$ cat config.mk
export PLATFORM = sky130hd
export DESIGN_NAME = stream_find_replace
export DESIGN_NICKNAME = d
export VERILOG_FILES = /design/src/rtl/sfr_pkg.sv /design/src/rtl/stream_find_replace.sv /design/src/rtl/sfr_front.sv /design/src/rtl/sfr_queue.sv /design/src/rtl/sfr_back.sv
export SDC_FILE = /design/constraint.sdc
export NUM_CORES = 1
export LEC_CHECK = 0
export BUFFER_PORTS_ARGS = -buffer_cell sky130_fd_sc_hd__buf_2
export CELL_PAD_IN_SITES_DETAIL_PLACEMENT = 0
export CELL_PAD_IN_SITES_GLOBAL_PLACEMENT = 1
export CORE_ASPECT_RATIO = 1.5
export CORE_UTILIZATION = 44
export CTS_CLUSTER_SIZE = 10
export DETAILED_ROUTE_END_ITERATION = 8
export PLACE_DENSITY_LB_ADDON = 0.1
export SYNTH_ARGS = -nofsm -noshare
export SYNTH_HDL_FRONTEND = slang
export SYNTH_SLANG_ARGS = --single-unit
$ cat constraint.sdc
create_clock -name clk -period 9.18 [get_ports clk]
set_input_delay 1.836 -clock clk [delete_from_list [all_inputs] [get_ports clk]]
set_output_delay 1.836 -clock clk [all_outputs]
set_load 0.03 [all_outputs]
$ cat src/rtl/sfr_pkg.sv
// shared types and constants for the stream find-and-replace block
package sfr_pkg;

    localparam int ADDR_WIDTH = 6;
    localparam int DATA_WIDTH = 64;

    localparam logic [15:0] COUNT_MAX = 16'hFFFF;

    localparam logic [2:0] REG_NEEDLE_CHARS  = 3'd0;
    localparam logic [2:0] REG_NEEDLE_LENGTH = 3'd1;
    localparam logic [2:0] REG_REPL_CHARS    = 3'd2;
    localparam logic [2:0] REG_REPL_LENGTH   = 3'd3;
    localparam logic [2:0] REG_IGNORE_CASE   = 3'd4;

    typedef struct packed {
        logic [15:0] text_char;
        logic        end_of_text;
    } in_item_t;

    typedef struct packed {
        logic [15:0] out_char;
        logic        char_valid;
        logic        last_of_text;
        logic [15:0] match_count;
    } out_item_t;

    typedef struct packed {
        logic [63:0] needle_chars;
        logic [2:0]  needle_length;
        logic [63:0] repl_chars;
        logic [2:0]  repl_length;
        logic        ignore_case;
    } cfg_t;

    // control part of one emit command handed from front to back
    typedef struct packed {
        logic        use_repl;
        logic        end_mark;
        logic        bare;
        logic [15:0] match_count;
    } cmd_ctrl_t;

endpackage

$ cat src/rtl/stream_find_replace.sv
// top level of the streaming find-and-replace block with its register port
//
// text channel (text_valid/text_ready/text_item) takes one character or an
// end marker per transaction; result channel (result_valid/result_ready/
// result_item) gives the rewritten text, one character or bare end marker per transaction.
// registers sit on the apb port at byte address 8*i: needle_chars,
// needle_length, repl_chars, repl_length, ignore_case; write them only while
// the block is idle.
// the front end compares the pending window against the needle and hands an
// emit command to a two-entry queue in the same cycle it takes a transaction;
// the back end walks each command one result per cycle, barring output stalls, into an output reg.
// the first result passes through a queue entry and then the output register.
// throughput: one text transaction per cycle while each gives at most one
// result; an item giving k results holds the back end until all k are given (match
// bursts, end-of-text flushes), and text_ready drops once the queue is full.
// a result_ready stall holds the output register and backs up into the queue.
// reset clears window, count, queue, output valid and all config registers.
module stream_find_replace #(
    parameter int NEEDLE_MAX = 4,
    parameter int REPL_MAX = 4,
    parameter int CHAR_WIDTH = 16
) (
    input  logic                                clk,
    input  logic                                rst_n,
    // text channel
    input  logic                                text_valid,
    output logic                                text_ready,
    input  sfr_pkg::in_item_t                   text_item,
    // result channel
    output logic                                result_valid,
    input  logic                                result_ready,
    output sfr_pkg::out_item_t                  result_item,
    // register port
    input  logic                                psel,
    input  logic                                penable,
    input  logic                                pwrite,
    input  logic [sfr_pkg::ADDR_WIDTH-1:0]      paddr,
    input  logic [sfr_pkg::DATA_WIDTH-1:0]      pwdata,
    output logic [sfr_pkg::DATA_WIDTH-1:0]      prdata,
    output logic                                pready
);

    localparam int MAXR = (NEEDLE_MAX > REPL_MAX) ? NEEDLE_MAX : REPL_MAX;
    localparam int CNTW = $clog2(MAXR + 1);
    localparam int CMD_WIDTH = $bits(sfr_pkg::cmd_ctrl_t) + CNTW + MAXR * CHAR_WIDTH;

    sfr_pkg::cfg_t cfg_reg, cfg_next;
    logic [2:0]    reg_sel;
    logic          cfg_write;

    logic                              text_accept;
    logic                              q_full;
    logic                              f_push;
    sfr_pkg::cmd_ctrl_t                f_ctrl;
    logic [CNTW-1:0]                   f_count;
    logic [MAXR-1:0][CHAR_WIDTH-1:0]   f_chars;
    logic                              q_valid;
    logic                              q_pop;
    logic [CMD_WIDTH-1:0]              q_data;
    sfr_pkg::cmd_ctrl_t                q_ctrl;
    logic [CNTW-1:0]                   q_count;
    logic [MAXR-1:0][CHAR_WIDTH-1:0]   q_chars;

    // register port: zero wait states, write in the access phase
    assign pready = 1'b1;
    assign reg_sel = paddr[5:3];
    assign cfg_write = psel && penable && pwrite;

    always_comb
    begin
        cfg_next = cfg_reg;
        if (cfg_write)
        begin
            case (reg_sel)
                sfr_pkg::REG_NEEDLE_CHARS:  cfg_next.needle_chars = pwdata;
                sfr_pkg::REG_NEEDLE_LENGTH: cfg_next.needle_length = pwdata[2:0];
                sfr_pkg::REG_REPL_CHARS:    cfg_next.repl_chars = pwdata;
                sfr_pkg::REG_REPL_LENGTH:   cfg_next.repl_length = pwdata[2:0];
                sfr_pkg::REG_IGNORE_CASE:   cfg_next.ignore_case = pwdata[0];
                default:                    cfg_next = cfg_reg;
            endcase
        end
    end

    always_comb
    begin
        case (reg_sel)
            sfr_pkg::REG_NEEDLE_CHARS:  prdata = cfg_reg.needle_chars;
            sfr_pkg::REG_NEEDLE_LENGTH: prdata = 64'(cfg_reg.needle_length);
            sfr_pkg::REG_REPL_CHARS:    prdata = cfg_reg.repl_chars;
            sfr_pkg::REG_REPL_LENGTH:   prdata = 64'(cfg_reg.repl_length);
            sfr_pkg::REG_IGNORE_CASE:   prdata = 64'(cfg_reg.ignore_case);
            default:                    prdata = '0;
        endcase
    end

    always_ff @(posedge clk or negedge rst_n)
    begin
        if (!rst_n)
        begin
            cfg_reg <= '0;
        end
        else
        begin
            cfg_reg <= cfg_next;
        end
    end

    // front end takes a transaction whenever the queue has room
    assign text_ready = !q_full;
    assign text_accept = text_valid && text_ready;

    sfr_front #(
        .NEEDLE_MAX (NEEDLE_MAX),
        .REPL_MAX   (REPL_MAX),
        .CHAR_WIDTH (CHAR_WIDTH)
    ) u_front (
        .clk        (clk),
        .rst_n      (rst_n),
        .cfg        (cfg_reg),
        .item       (text_item),
        .accept     (text_accept),
        .push       (f_push),
        .push_ctrl  (f_ctrl),
        .push_count (f_count),
        .push_chars (f_chars)
    );

    sfr_queue #(
        .WIDTH (CMD_WIDTH)
    ) u_queue (
        .clk       (clk),
        .rst_n     (rst_n),
        .push      (f_push),
        .push_data ({f_ctrl, f_count, f_chars}),
        .full      (q_full),
        .pop       (q_pop),
        .pop_valid (q_valid),
        .pop_data  (q_data)
    );

    assign {q_ctrl, q_count, q_chars} = q_data;

    sfr_back #(
        .NEEDLE_MAX (NEEDLE_MAX),
        .REPL_MAX   (REPL_MAX),
        .CHAR_WIDTH (CHAR_WIDTH)
    ) u_back (
        .clk          (clk),
        .rst_n        (rst_n),
        .repl_chars   (cfg_reg.repl_chars),
        .cmd_valid    (q_valid),
        .cmd_ctrl     (q_ctrl),
        .cmd_count    (q_count),
        .cmd_chars    (q_chars),
        .cmd_pop      (q_pop),
        .result_valid (result_valid),
        .result_ready (result_ready),
        .result_item  (result_item)
    );

endmodule

$ cat src/rtl/sfr_front.sv
// front end: window state, needle compare and emit command build
module sfr_front #(
    parameter int NEEDLE_MAX = 4,
    parameter int REPL_MAX = 4,
    parameter int CHAR_WIDTH = 16
) (
    input  logic                                  clk,
    input  logic                                  rst_n,
    input  sfr_pkg::cfg_t                         cfg,
    input  sfr_pkg::in_item_t                     item,
    input  logic                                  accept,
    output logic                                  push,
    output sfr_pkg::cmd_ctrl_t                    push_ctrl,
    output logic [$clog2(((NEEDLE_MAX > REPL_MAX) ? NEEDLE_MAX : REPL_MAX) + 1)-1:0] push_count,
    output logic [((NEEDLE_MAX > REPL_MAX) ? NEEDLE_MAX : REPL_MAX)-1:0][CHAR_WIDTH-1:0] push_chars
);

    localparam int CW = CHAR_WIDTH;
    localparam int WIN = NEEDLE_MAX;
    localparam int MAXR = (NEEDLE_MAX > REPL_MAX) ? NEEDLE_MAX : REPL_MAX;
    localparam int CNTW = $clog2(MAXR + 1);
    localparam int FW = $clog2(WIN + 1);
    localparam int LW = $clog2(NEEDLE_MAX + 1);
    localparam int RLW = $clog2(REPL_MAX + 1);
    localparam logic [7:0] UPPER_A = 8'h41;
    localparam logic [7:0] UPPER_Z = 8'h5A;
    localparam logic [7:0] CASE_GAP = 8'h20;

    logic [WIN-1:0][CW-1:0] win_reg, win_next;
    logic [FW-1:0]          fill_reg, fill_next;
    logic [15:0]            total_reg, total_next;

    logic [WIN-1:0][CW-1:0]  needle;
    logic [WIN-1:0][CW-1:0]  buf_chars;
    logic [WIN-1:0][WIN-1:0] eq;
    logic [WIN:0]            ok;
    logic [LW-1:0]           nlen;
    logic [RLW-1:0]          rlen;
    logic [FW-1:0]           n;
    logic [FW-1:0]           head;
    logic                    full_match;
    logic [CW-1:0]           new_char;

    function automatic logic [CW-1:0] fold_char(input logic [CW-1:0] c, input logic en);
        logic [CW-1:0] r;
        r = c;
        if (en && c >= CW'(UPPER_A) && c <= CW'(UPPER_Z))
        begin
            r = c + CW'(CASE_GAP);
        end
        return r;
    endfunction

    assign new_char = CW'(item.text_char);
    assign n = fill_reg + FW'(1);

    // effective lengths, clamped to the configured maxima
    assign nlen = (int'(cfg.needle_length) > NEEDLE_MAX) ? LW'(NEEDLE_MAX)
                                                          : LW'(cfg.needle_length);
    assign rlen = (int'(cfg.repl_length) > REPL_MAX) ? RLW'(REPL_MAX)
                                                      : RLW'(cfg.repl_length);

    // window plus new character, compare every offset against the needle
    always_comb
    begin
        for (int i = 0; i < WIN; i++)
        begin
            if (i * CW < 64)
            begin
                needle[i] = CW'(cfg.needle_chars >> (i * CW));
            end
            else
            begin
                needle[i] = '0;
            end
            if (i < int'(fill_reg))
            begin
                buf_chars[i] = win_reg[i];
            end
            else if (i == int'(fill_reg))
            begin
                buf_chars[i] = new_char;
            end
            else
            begin
                buf_chars[i] = '0;
            end
        end
        for (int h = 0; h < WIN; h++)
        begin
            for (int j = 0; j < WIN; j++)
            begin
                if (h + j < WIN)
                begin
                    eq[h][j] = fold_char(buf_chars[h + j], cfg.ignore_case)
                            == fold_char(needle[j], cfg.ignore_case);
                end
                else
                begin
                    eq[h][j] = 1'b0;
                end
            end
        end
    end

    // ok[h]: the tail starting at h is empty or a proper needle prefix
    always_comb
    begin
        int  m;
        logic run;
        for (int h = 0; h <= WIN; h++)
        begin
            m = int'(n) - h;
            run = 1'b1;
            if (h < WIN)
            begin
                for (int j = 0; j < WIN; j++)
                begin
                    if (j < m && !eq[h][j])
                    begin
                        run = 1'b0;
                    end
                end
            end
            if (m == 0)
            begin
                ok[h] = 1'b1;
            end
            else if (m < 0)
            begin
                ok[h] = 1'b0;
            end
            else
            begin
                ok[h] = (m < int'(nlen)) && run;
            end
        end
        head = FW'(WIN);
        for (int h = WIN; h >= 0; h--)
        begin
            if (ok[h])
            begin
                head = FW'(h);
            end
        end
    end

    always_comb
    begin
        logic run0;
        run0 = 1'b1;
        for (int j = 0; j < WIN; j++)
        begin
            if (j < int'(n) && !eq[0][j])
            begin
                run0 = 1'b0;
            end
        end
        full_match = (nlen != '0) && (int'(n) == int'(nlen)) && run0;
    end

    always_comb
    begin
        push = 1'b0;
        push_ctrl = '0;
        push_count = '0;
        push_chars = '0;
        win_next = win_reg;
        fill_next = fill_reg;
        total_next = total_reg;
        if (accept)
        begin
            if (item.end_of_text)
            begin
                // flush the window, or a bare marker when it is empty
                for (int i = 0; i < WIN; i++)
                begin
                    push_chars[i] = win_reg[i];
                end
                push_ctrl.bare = (fill_reg == '0);
                push_ctrl.end_mark = 1'b1;
                push_ctrl.match_count = total_reg;
                push_count = (fill_reg == '0) ? CNTW'(1) : CNTW'(fill_reg);
                push = 1'b1;
                win_next = '0;
                fill_next = '0;
                total_next = '0;
            end
            else if (full_match)
            begin
                total_next = (total_reg == sfr_pkg::COUNT_MAX) ? total_reg
                                                               : total_reg + 16'd1;
                push_ctrl.use_repl = 1'b1;
                push_ctrl.match_count = total_next;
                push_count = CNTW'(rlen);
                push = (rlen != '0);
                win_next = '0;
                fill_next = '0;
            end
            else
            begin
                // emit leading characters up to the first viable start
                for (int i = 0; i < WIN; i++)
                begin
                    if (i < int'(head))
                    begin
                        push_chars[i] = buf_chars[i];
                    end
                end
                push_ctrl.match_count = total_reg;
                push_count = CNTW'(head);
                push = (head != '0);
                win_next = '0;
                for (int i = 0; i < WIN; i++)
                begin
                    for (int k = 0; k <= WIN; k++)
                    begin
                        if (k == int'(head) && i + k < WIN)
                        begin
                            win_next[i] = buf_chars[i + k];
                        end
                    end
                end
                fill_next = n - head;
            end
        end
    end

    always_ff @(posedge clk or negedge rst_n)
    begin
        if (!rst_n)
        begin
            win_reg <= '0;
            fill_reg <= '0;
            total_reg <= '0;
        end
        else
        begin
            win_reg <= win_next;
            fill_reg <= fill_next;
            total_reg <= total_next;
        end
    end

endmodule

$ cat src/rtl/sfr_queue.sv
// two-entry command queue between front and back
module sfr_queue #(
    parameter int WIDTH = 8
) (
    input  logic             clk,
    input  logic             rst_n,
    input  logic             push,
    input  logic [WIDTH-1:0] push_data,
    output logic             full,
    input  logic             pop,
    output logic             pop_valid,
    output logic [WIDTH-1:0] pop_data
);

    localparam int DEPTH = 2;

    logic [DEPTH-1:0][WIDTH-1:0] entry_reg;
    logic                        wr_ptr_reg, wr_ptr_next;
    logic                        rd_ptr_reg, rd_ptr_next;
    logic [1:0]                  count_reg, count_next;
    logic                        do_pop;

    assign full = (count_reg == 2'(DEPTH));
    assign pop_valid = (count_reg != 2'd0);
    assign pop_data = entry_reg[rd_ptr_reg];
    assign do_pop = pop && pop_valid;

    always_comb
    begin
        wr_ptr_next = push ? ~wr_ptr_reg : wr_ptr_reg;
        rd_ptr_next = do_pop ? ~rd_ptr_reg : rd_ptr_reg;
        count_next = count_reg + 2'(push) - 2'(do_pop);
    end

    always_ff @(posedge clk)
    begin
        if (push)
        begin
            entry_reg[wr_ptr_reg] <= push_data;
        end
    end

    always_ff @(posedge clk or negedge rst_n)
    begin
        if (!rst_n)
        begin
            wr_ptr_reg <= 1'b0;
            rd_ptr_reg <= 1'b0;
            count_reg <= 2'd0;
        end
        else
        begin
            wr_ptr_reg <= wr_ptr_next;
            rd_ptr_reg <= rd_ptr_next;
            count_reg <= count_next;
        end
    end

endmodule

$ cat src/rtl/sfr_back.sv
// back end: walks each command and drives the result output register
module sfr_back #(
    parameter int NEEDLE_MAX = 4,
    parameter int REPL_MAX = 4,
    parameter int CHAR_WIDTH = 16
) (
    input  logic                                  clk,
    input  logic                                  rst_n,
    input  logic [63:0]                           repl_chars,
    input  logic                                  cmd_valid,
    input  sfr_pkg::cmd_ctrl_t                    cmd_ctrl,
    input  logic [$clog2(((NEEDLE_MAX > REPL_MAX) ? NEEDLE_MAX : REPL_MAX) + 1)-1:0] cmd_count,
    input  logic [((NEEDLE_MAX > REPL_MAX) ? NEEDLE_MAX : REPL_MAX)-1:0][CHAR_WIDTH-1:0] cmd_chars,
    output logic                                  cmd_pop,
    output logic                                  result_valid,
    input  logic                                  result_ready,
    output sfr_pkg::out_item_t                    result_item
);

    localparam int CW = CHAR_WIDTH;
    localparam int MAXR = (NEEDLE_MAX > REPL_MAX) ? NEEDLE_MAX : REPL_MAX;
    localparam int CNTW = $clog2(MAXR + 1);
    localparam int IW = (MAXR > 1) ? $clog2(MAXR) : 1;

    logic [MAXR-1:0][CW-1:0] rch;
    logic [IW-1:0]           idx_reg, idx_next;
    logic                    out_valid_reg, out_valid_next;
    sfr_pkg::out_item_t      out_item_reg, out_item_next;
    logic                    load;
    logic                    last_idx;
    logic [CW-1:0]           ch;

    always_comb
    begin
        for (int i = 0; i < MAXR; i++)
        begin
            if (i < REPL_MAX && i * CW < 64)
            begin
                rch[i] = CW'(repl_chars >> (i * CW));
            end
            else
            begin
                rch[i] = '0;
            end
        end
    end

    assign load = cmd_valid && (!out_valid_reg || result_ready);
    assign last_idx = (idx_reg == IW'(cmd_count - CNTW'(1)));
    assign cmd_pop = load && last_idx;
    assign ch = cmd_ctrl.use_repl ? rch[idx_reg] : cmd_chars[idx_reg];

    always_comb
    begin
        idx_next = idx_reg;
        out_item_next = out_item_reg;
        out_valid_next = out_valid_reg && !result_ready;
        if (load)
        begin
            idx_next = last_idx ? '0 : idx_reg + IW'(1);
            out_valid_next = 1'b1;
            out_item_next.out_char = cmd_ctrl.bare ? 16'd0 : 16'(ch);
            out_item_next.char_valid = !cmd_ctrl.bare;
            out_item_next.last_of_text = cmd_ctrl.end_mark && last_idx;
            out_item_next.match_count = cmd_ctrl.match_count;
        end
    end

    always_ff @(posedge clk)
    begin
        out_item_reg <= out_item_next;
    end

    always_ff @(posedge clk or negedge rst_n)
    begin
        if (!rst_n)
        begin
            idx_reg <= '0;
            out_valid_reg <= 1'b0;
        end
        else
        begin
            idx_reg <= idx_next;
            out_valid_reg <= out_valid_next;
        end
    end

    assign result_valid = out_valid_reg;
    assign result_item = out_item_reg;

endmodule
# Yosys cells after proc, flatten, opt, wreduce, memory -nomap -nowiden
# Index checks and enable logic that the tools add are counted.
[totals]
register_bits = 431
inputBits = 94
wordCells = 288
[classes]
add_sub_neg = 18
magnitude_cmp = 54
n_eq_ne = 24
n_mux = 95
bitwise_logic = 2
n_reduce_logical = 73
[ops]
columns = ["cell", "n"]
rows = [
  ["2-to-1 mux 16 bit", 37],
  ["2-to-1 mux 64 bit", 5],
  ["case mux 64 bit (5 select lines)", 1],
  ["2-to-1 mux 86 bit", 3],
  ["less-than comparator 3 x 32 -> 1 bit, first input constant", 6],
  ["bitwise mux 172 bit", 1],
  ["equality test 16 bit", 10],
  ["adder 16 x 6 -> 16 bit, second input constant", 8],
  [">= comparator 16 x 7 -> 1 bit, second input constant", 8],
  ["less-or-equal comparator 16 x 7 -> 1 bit, second input constant", 8],
  ["zero test 32 bit", 4],
  ["less-than comparator 1 x 32 -> 1 bit, first input constant", 3],
  ["less-than comparator 2 x 32 -> 1 bit, first input constant", 3],
  ["less-than comparator 32 x 1 -> 1 bit, second input constant", 3],
  ["less-than comparator 32 x 4 -> 1 bit", 3],
  ["demux 86 bit (select 1 bit)", 1],
  ["binary-select mux 16 bit (select 2 bit)", 2],
  ["logical AND 1 bit", 41],
  ["2-to-1 mux 3 bit", 12],
  ["2-to-1 mux 1 bit", 30],
  ["2-to-1 mux 19 bit", 1],
  ["less-than comparator 1 x 3 -> 1 bit, first input constant", 6],
  ["less-than comparator 2 x 3 -> 1 bit, first input constant", 6],
  ["adder 16 x 1 -> 16 bit, second input constant", 1],
  ["other kinds (31)", 63],
]

# Logic depth before layout (Yosys ltp)
# Gate-level depths: netlist of run 1.
[depth]
word_depth = 28
mapped_depth = 26
ltp_nobuf = 21

# By module
# From an unflattened synthesis of run 1, not the netlist that was laid out.
[hier_totals]
cells_unflattened = 2333
area_unflattened_um2 = 26524.2
[by_module_without_submodules]
columns = ["module", "instances", "cells_each", "area_per_inst_um2"]
rows = [
  ["sfr_front", 1, 1535, 11609.9],
  ["sfr_queue", 1, 285, 6527.5],
  ["stream_find_replace", 1, 382, 6124.6],
  ["sfr_back", 1, 131, 2262.2],
]

# Least setup slack after synthesis of run 1
# No wires, ideal clock.
[synth_timing]
path_type = "input-to-reg"
start = "input text_item[10] in the netlist's numbering"
end = "register u_queue.entry_reg[0] in the netlist's numbering (enable)"
setup_ns = 0.539
arrival_time_ns = 8.699
required_ns = 8.641
slack_ns = -0.058
cell_stages = 13
n_path_buf = 2
path_cell_list = "buf_2 > or4b_2 > o22ai_1 > nand4_1 > a311o_1 > o21ai_1 > xor2_1 > a41oi_1 > nor4_4 > and2_0 > clkbuf_1 > o311a_1 > nor2b_1"
[synth_via]
elab_chain_len = 24
word_cells_on_any_way = 99
cone_classes = "add/sub: 4; order compare: 8; eq/ne: 10; mux: 43; reduce/logical: 34"
[synth_lines]
columns = ["element", "line", "text"]
rows = [
  ["start: declaration", "stream_find_replace.sv:28", "input sfr_pkg::in_item_t text_item,"],
  ["2-to-1 mux 16 bit", "sfr_front.sv:80", "else if (i == int'(fill_reg))"],
  ["2-to-1 mux 16 bit", "sfr_front.sv:76", "if (i < int'(fill_reg))"],
  [">= comparator 16 x 7 -> 1 bit", "sfr_front.sv:47", "if (en && c >= CW'(UPPER_A) && c <= CW'(UPPER_Z))"],
  ["logical AND 1 bit (2 in series)", "sfr_front.sv:47", ""],
  ["2-to-1 mux 16 bit", "sfr_front.sv:47", ""],
  ["equality test 16 bit", "sfr_front.sv:96", "== fold_char(needle[j], cfg.ignore_case);"],
  ["zero test 1 bit", "sfr_front.sv:119", "if (j < m && !eq[h][j])"],
  ["logical AND 1 bit", "sfr_front.sv:119", ""],
  ["2-to-1 mux 1 bit (4 in series)", "sfr_front.sv:119", ""],
  ["logical AND 1 bit", "sfr_front.sv:135", "ok[h] = (m < int'(nlen)) && run;"],
  ["2-to-1 mux 1 bit", "sfr_front.sv:129", "else if (m < 0)"],
  ["2-to-1 mux 1 bit", "sfr_front.sv:125", "if (m == 0)"],
  ["2-to-1 mux 3 bit (4 in series)", "sfr_front.sv:141", "if (ok[h])"],
  ["nonzero test 3 bit", "sfr_front.sv:212", "push = (head != '0);"],
  ["2-to-1 mux 1 bit *", "sfr_front.sv:189", "else if (full_match)"],
  ["2-to-1 mux 1 bit *", "sfr_front.sv:173", "if (item.end_of_text)"],
  ["2-to-1 mux 1 bit *", "sfr_front.sv:171", "if (accept)"],
  ["end signal: indexed assignment", "sfr_queue.sv:39", "entry_reg[wr_ptr_reg] <= push_data;"],
  ["end: declaration", "sfr_queue.sv:17", "logic [DEPTH-1:0][WIDTH-1:0] entry_reg;"],
]
# Every way passes the cells marked *; elsewhere a longest branch is shown, timed or not.
# A chain may end at the register's enable or synchronous reset.

# Worst setup path after layout of run 1
[layout_timing]
start = "register u_front.fill_reg[1]"
end = "register u_front.win_reg[35] in the netlist's numbering"
[layout_via]
elab_chain_len = 26
word_cells_on_any_way = 143
cone_classes = "add/sub: 8; order compare: 36; eq/ne: 15; mux: 44; reduce/logical: 40"
[layout_lines]
columns = ["element", "line", "text"]
rows = [
  ["start: declaration", "sfr_front.sv:30", "logic [FW-1:0] fill_reg, fill_next;"],
  ["start signal: assignment", "sfr_front.sv:240", "fill_reg <= fill_next;"],
  ["branches (longest 24 deep; another with >= comparator 16 x 7 -> 1 bit)", "-", ""],
  ["2-to-1 mux 64 bit *", "sfr_front.sv:189", ""],
  ["2-to-1 mux 64 bit *", "sfr_front.sv:173", ""],
  ["end signal: assignment", "sfr_front.sv:239", "win_reg <= win_next;"],
  ["end: declaration", "sfr_front.sv:29", "logic [WIN-1:0][CW-1:0] win_reg, win_next;"],
]
# Every way passes the cells marked *.

==> summary.txt, run 1 <==
Status
  • Status: complete, no violations

CTS
  • Maximum clock path buffer count: 3
  • CTS tree: done
  • Clock Tree Root: clkbuf_16
  • Sink Count: about 430
  • Clk pin slew, worst setup/hold paths: 0.06 ns
  • Post-CTS setup buffers: 0
  • TritonCTS Buffers: 50
  • Hold buffers post-CTS: 0
  • H-tree depth: 2
  • Clock latency on the worst-skew pair: 0.62 ns
  • # resized after CTS: 0

Logic synthesis
  • #FFs+latches synth: between 400 and 500
  • Cells after Synth: between 2,000 and 2,500
  • Yosys warns: 0
  • Number of synthesized flops with an enable pin: between 200 and 250
  • Top FF cell, synth: dfrtp_1
  • Cell Area, Synth: 25,400 µm²
  • Synth unique cells: 100
  • Mapped Nets: 2,483
  • Asr flop ratio synth: 52.4%
  • Syn avg cell area: 10.8 µm²
  • Register area share after synthesis: between 40% and 50%

STA
  • Setup TNS: 0 ns
  • Final worst setup slack: approximately 1.8 ns
  • Endpoints failing hold: 0
  • Slew headroom: 4.35%
  • Max Fclk: about 140 MHz
  • Fin. max-slew vios: 0
  • Crit path time final: about 7.4 ns
  • Unrepaired setup endpoints after global routing: no
  • Final Setup Violations: 0
  • Final Cycle Share: 80.1%
  • WHS: between 0.4 and 0.5 ns
  • Slew @ Worst Pin: around 1.4 ns
  • Clk_skew: 0.0353 ns

GRT
  • GRT overflow: 0
  • Initial antenna violation count: 3
  • Vias in the first global route: about 21,000
  • GRT Total Usage: 37.1%
  • Pin count of the biggest net entering global routing: around 140
  • Global-route wire length before repair: between 150,000 and 200,000 µm

Routing
  • Detailed Routing Iterations Pass 1: 5
  • WL/cell: between 30 and 40 µm
  • Final WL: ~110,000 µm
  • Vias per cell: 6.47
  • Post-route ant nets: 0
  • DRT iter0 DRCs: around 1,600
  • Vias: approximately 21,000
  • # DRC: 0

Floorplan
  • Core ar.: between 50,000 and 60,000 µm²
  • Die H: slightly below 300 µm
  • Die ar.: roughly 60,000 µm²
  • Initial Util: 44.7%
  • Overall die width: ~200 µm
  • Core Rows: between 100 and 150
  • Ports: a little under 200

Critical path
  • Worst Path Max Fanout: 36
  • Data required time of the critical path: between 9 and 10 ns
  • Crit-path slowest cell: nor2_1
  • Crit-path cells: buf_4, ha_1, ha_1, nand2_1, o21a_1, xnor2_1, or4_1, nor3_1, o211ai_1, o311ai_1, and3_1, a211oi_2, nor2_1, a22o_1
  • Arr. time, crit path: between 7 and 8 ns
  • Register-to-register setup slack: 1.83 ns
  • Most frequent CP cell: ha_1
  • CP peak stage delay: between 1 and 1.5 ns
  • Startpoint types: register
  • Worst Setup End Kind: register
  • Setup Crit Path Kind: register to register

Final layout
  • Layout cells sized above 1: 23.4%
  • Max FFs per register: 170
  • Area grow syn2layout: 13.0%
  • Final #Nets: between 2,000 and 3,000
  • Post-layout util: approximately half
  • Design area: roughly 29,000 µm²

Power
  • LEAKAGE: 11.3 nW
  • Worst vdd ir: 186 µV
  • P per Cell Area: approximately 310 nW/µm²

Placement
  • Number of buffers added on ports: 190
  • Post-placement setup slack: 1.67 ns
  • Post-DP HPWL: 78,300 µm
  • Gpl congestion: around 1
  • Cell Area, Placed: between 20,000 and 30,000 µm²

Job
  • Total of max-cap violations: 0

Min path
  • Tightest Hold Check Type: register to register
==> synthesized netlist by cell type, drive strengths merged, types with 8 or more instances <==
master	count	area, µm²
xor2	39	342
nand4	30	188
nor2	98	370
nor3	23	126
a221o	8	80.1
o22ai	22	138
o21a	24	180
a21oi	66	338
o21ai	170	866
and2	19	119
o41ai	8	77.6
a32oi	17	149
o221ai	9	78.8
dfrtp	225	5630
a31o	8	70.1
a211oi	20	155
clkbuf	135	508
a32o	17	170
nor2b	12	75.1
mux2i	64	641
mux2	159	1790
a2111oi	11	115
ha	38	475
o311ai	14	123
edfxtp	204	6130
o31ai	19	148
inv	91	342
nand3	49	258
or4	23	173
a22o	78	683
o211ai	17	128
nor4	31	209
xnor2	101	885
a21o	10	75.1
nand2	215	807
mux4	50	1130
nand2b	8	50.1
buf	58	315
or3	17	106
a22oi	11	92.6
and3	19	119
a31oi	19	138
==> critical path: cells and delay by family (launching register included) <==
| family | cells | cell delay (ns) |
|---|---|---|
| AND/OR/NAND/NOR | 5 | 3.33 |
| adder cells (fa/ha/maj) | 2 | 1.23 |
| flip-flops | 1 | 0.32 |
| buffers and inverters | 1 | 0.43 |
| AO/OA/AOI/OAI | 5 | 1.69 |
| XOR/XNOR | 1 | 0.22 |
==> path summary, 6_finish.rpt <==
path                                  endpoint  cells past startpoint                 start
setup / recovery           u_front.win_reg[35]                     14   u_front.fill_reg[1]
hold / removal             u_back.result_valid                      2  u_queue.count_reg[0]
setup reg to reg           u_front.win_reg[35]                     14   u_front.fill_reg[1]
hold reg to reg            u_back.result_valid                      2  u_queue.count_reg[0]
max in group asynchronous  u_front.fill_reg[2]                      2                 rst_n
min in group asynchronous         cfg_reg[115]                      1                 rst_n
==> cell families after synthesis <==
logic type	count (synthesis)	synth area share, %
fa+ha+maj	39	1.95
simple gates	581	11.5
flops	429	46.2
other cells	1	0.0147
mux	273	14.0
xor+xnor	140	4.82
compound gates	603	16.9
buf+inv	284	4.58
==> area by class of cell <==
class / count / area [µm²]
antenna: 3 / 7.51
clock buffer: 78 / 1380
clock inverter: 6 / 88.8
fill: 5162 / 28200
inverter: 91 / 342
multi-input combinational: 1637 / 12600
sequential: 429 / 11800
tap: 763 / 955
timing repair buffer: 267 / 1580
==> layout by cell type (no fill, tap or decap), types with 60 or more instances in the layout <==
master / count
dfrtp_1: 221
nand2_1: 214
edfxtp_1: 204
buf_2: 189
o21ai_0: 159
mux2_2: 158
xnor2_1: 101
nor2_1: 96
inv_1: 90
a22o_1: 78
buf_4: 74
a21oi_1: 63
mux2i_1: 60
==> metrics by stage <==
step                      instances  total power, W
final                          3274         0.00885
after global routing           3271         0.00921
after CTS                      3271         0.00882
after detailed placement       3187         0.00697
after global placement         3187         0.00693
after floorplan                2350         0.00544
==> power breakdown <==
| group | switching (W) | internal (W) |
|---|---|---|
| clock network | 0.000808 | 0.00103 |
| registers | 0.000445 | 0.00257 |
| logic | 0.00262 | 0.00137 |
==> metal layers <==
layer | share of wire, % | wire, µm | global-route usage [%] | vias to the layer above
li1 | - | - | - | 9136
met1 | 36 | 39100 | 42.7 | 10600
met2 | 48 | 51800 | 61.3 | 1100
met3 | 7.4 | 8030 | 6.97 | 326
met4 | 8.7 | 9460 | 28.1 | 0
met5 | 0 | 0 | 0 | -
Note: power is estimated with default switching activity, not from simulation.
==> run 2: changes to the inputs <==
clock period = 6.6 ns   (was 9.18 ns; I/O delays follow)
==> run 2 against run 1 <==
Compared with the run above:
- die area is the same
- clock skew grew 0.024 ns
- clock power grew 41%
- sequential share of layout area shrank 1.2 points
- worst hold slack lost 0.0027 ns
- total power grew 43%
- fmax grew 15%
- highest routed layer is now met5
- utilization grew 1.5 points
- cell count grew 2.7%
- clock-buffer cell count shrank 2
- largest cell class unchanged
==> summary.txt, run 2 (synthesis gave the netlist of run 1 again) <==
Status
  • Status: complete, no violations

Job
  • Total of max-cap violations: 0 (unchanged)

STA
  • Unrepaired setup endpoints after global routing: no
  • Endpoints failing hold: 0 (unchanged)
  • Setup TNS: 0 ns (unchanged)
  • Max Fclk: 156 MHz (+15%)
  • Clk_skew: 0.0596 ns (+0.0243 ns)
  • Final Cycle Share: 97.1% (+17 points)
  • Fin. max-slew vios: 0 (unchanged)
  • Slew headroom: 26.7% (+22 points)
  • Slew @ Worst Pin: 1.10 ns (-0.324 ns)
  • Final Setup Violations: 0 (unchanged)
  • Final worst setup slack: 0.195 ns (-1.63 ns)
  • Crit path time final: 6.41 ns (-0.945 ns)

CTS
  • # resized after CTS: 0 (unchanged)
  • H-tree depth: 2 (unchanged)
  • Sink Count: 429 (unchanged)
  • Clock Tree Root: clkbuf_16
  • CTS tree: done
  • TritonCTS Buffers: 50 (unchanged)
  • Post-CTS setup buffers: 0 (unchanged)
  • Hold buffers post-CTS: 0 (unchanged)
  • Maximum clock path buffer count: 3 (unchanged)
  • Clk pin slew, worst setup/hold paths: 0.06 ns (about the same)
  • Clock latency on the worst-skew pair: 0.64 ns (+0.02 ns)

Floorplan
  • Die ar.: 58,800 µm² (unchanged)
  • Ports: 195 (unchanged)
  • Overall die width: 198 µm (unchanged)
  • Initial Util: 44.7% (unchanged)
  • Die H: 296 µm (unchanged)
  • Core Rows: 107 (unchanged)
  • Core ar.: 56,900 µm² (unchanged)

Critical path
  • CP peak stage delay: 0.80 ns (-0.26 ns)
  • Crit-path cells: inv_1, ha_1, buf_4, a221o_1, o21ai_1, buf_4, nor2_1, nor4_1, nand4_1, nor4_1, buf_4, a31oi_1, or4_1, o21ai_4, a21oi_1, ha_1, fa_1, xor2_1, nand3_1, a32o_1
  • Startpoint types: register
  • Most frequent CP cell: buf_4
  • Worst Path Max Fanout: 17 (-53%)
  • Worst Setup End Kind: register
  • Arr. time, crit path: 6.90 ns (-0.99 ns)
  • Crit-path slowest cell: nor4_1
  • Setup Crit Path Kind: register to register
  • Data required time of the critical path: 7.09 ns (-2.63 ns)

Placement
  • Post-DP HPWL: 81,900 µm (+4.6%)
  • Cell Area, Placed: 28,100 µm² (+3.0%)
  • Gpl congestion: 1.03 (+0.96%)
  • Placed Cells incl. Taps: 3,276 (+2.8%)
  • Number of buffers added on ports: 190 (unchanged)
  • Post-placement setup slack: 0.472 ns (-1.20 ns)

Power
  • P per Cell Area: 427 nW/µm² (+39%)
  • LEAKAGE: 11.8 nW (+4.5%)
  • Total power: 0.0126 W (+43%)
  • Worst vdd ir: 235 µV (+26%)

Routing
  • Final WL: 110,000 µm (+1.0%)
  • Detailed Routing Iterations Pass 1: 5 (unchanged)
  • Post-route ant nets: 0 (unchanged)
  • # DRC: 0 (unchanged)
  • WL/cell: 32.6 µm (-1.6%)
  • Vias: 21,400 (+1.2%)
  • Vias per cell: 6.38 (-1.4%)
  • DRT iter0 DRCs: 1,704 (+5.0%)

GRT
  • GRT overflow: 0 (unchanged)
  • GRT Total Usage: 37.5% (+0.39 points)
  • Vias in the first global route: 21,200 (+1.3%)
  • Global-route wire length before repair: 154,000 µm (+0.99%)
  • Initial antenna violation count: 5 (+2)
  • Pin count of the biggest net entering global routing: 123 (-8.9%)

Final layout
  • Fin cells: 3,362 (+2.7%)
  • Design area: 29,600 µm² (+2.9%)
  • Area grow syn2layout: 16.3%
  • Most common cell after layout, fill and taps aside: dfrtp_1
  • Final #Nets: 2,698 (+3.4%)
  • Layout cells sized above 1: 25.9% (+2.5 points)
  • Max FFs per register: 170 (unchanged)
  • Most frequent cells in the layout: dfrtp_1, nand2_1, edfxtp_1
  • Footprint of the multi-input gates: 12,600 µm² (-0.22%)
  • Fillers: 5,200 (+0.74%)
  • Storage element area: 11,800 µm² (unchanged)

Min path
  • Tightest Hold Check Type: register to register
## run 2: changes by cell type in the layout (fill, tap and decap cells not counted), moves of 2 or more
cell      delta
a31oi_1      +2
a31oi_2      -2
buf_12      +13
buf_4       +76
clkbuf_1     -3
inv_16       -2
## run 2: layout make-up
cell class | instances | share of cell area [%]
inverters | 91 | 1.16
flip-flops and latches | 429 | 39.8
repair buffers | 356 | 8.14
well taps | 763 | 3.23
clock inverters | 7 | 0.415
diodes | 3 | 0.0254
clock buffers | 76 | 4.66
multi-input cells | 1637 | 42.6
## run 2: stage by stage
step	hold WS (ns)	utilization, %
after CTS	0.505	52.0
after global routing	0.539	52.0
final	0.495	52.0
after global placement	0.477	49.3
after floorplan	0.452	-
after detailed placement	0.482	49.3
## run 2: power breakdown
group          total (W)  internal [W]  switching [W]
clock            0.00260       0.00148        0.00112
sequential       0.00420       0.00357       0.000635
combinational    0.00583       0.00214        0.00368
## run 2: worst paths after layout
path	from	endpoint	slack (ns)	cells past startpoint
max	u_front.fill_reg[0]	u_front.fill_reg[2]	0.19	20
min	u_queue.count_reg[0]	u_back.result_valid	0.50	2
max reg2reg	u_front.fill_reg[0]	u_front.fill_reg[2]	0.19	20
min reg2reg	u_queue.count_reg[0]	u_back.result_valid	0.50	2
max in group asynchronous	rst_n	u_queue.rd_ptr_reg	4.62	2
min in group asynchronous	rst_n	cfg_reg[113]	0.58	1
## run 2: worst max-delay path, delay by kind of cell (launching register included)
family | cells | cell delay, ns
AOI/OAI and AO/OA | 6 | 1.22
xor gates and xnor gates | 1 | 0.25
adders and majority gates | 3 | 1.09
buffers and inverters | 4 | 1.06
DFF | 1 | 0.53
and+or+nand+nor | 6 | 2.13
## run 2: routing by layer
layer  routed length [µm]  vias to the layer above  track usage [%]
met2                52000                     1088             62.0
met5                   12                        -                0
met1                39900                    10700             42.7
li1                     -                     9300                -
met4                 9770                        2             28.4
met3                 7770                      345             7.70
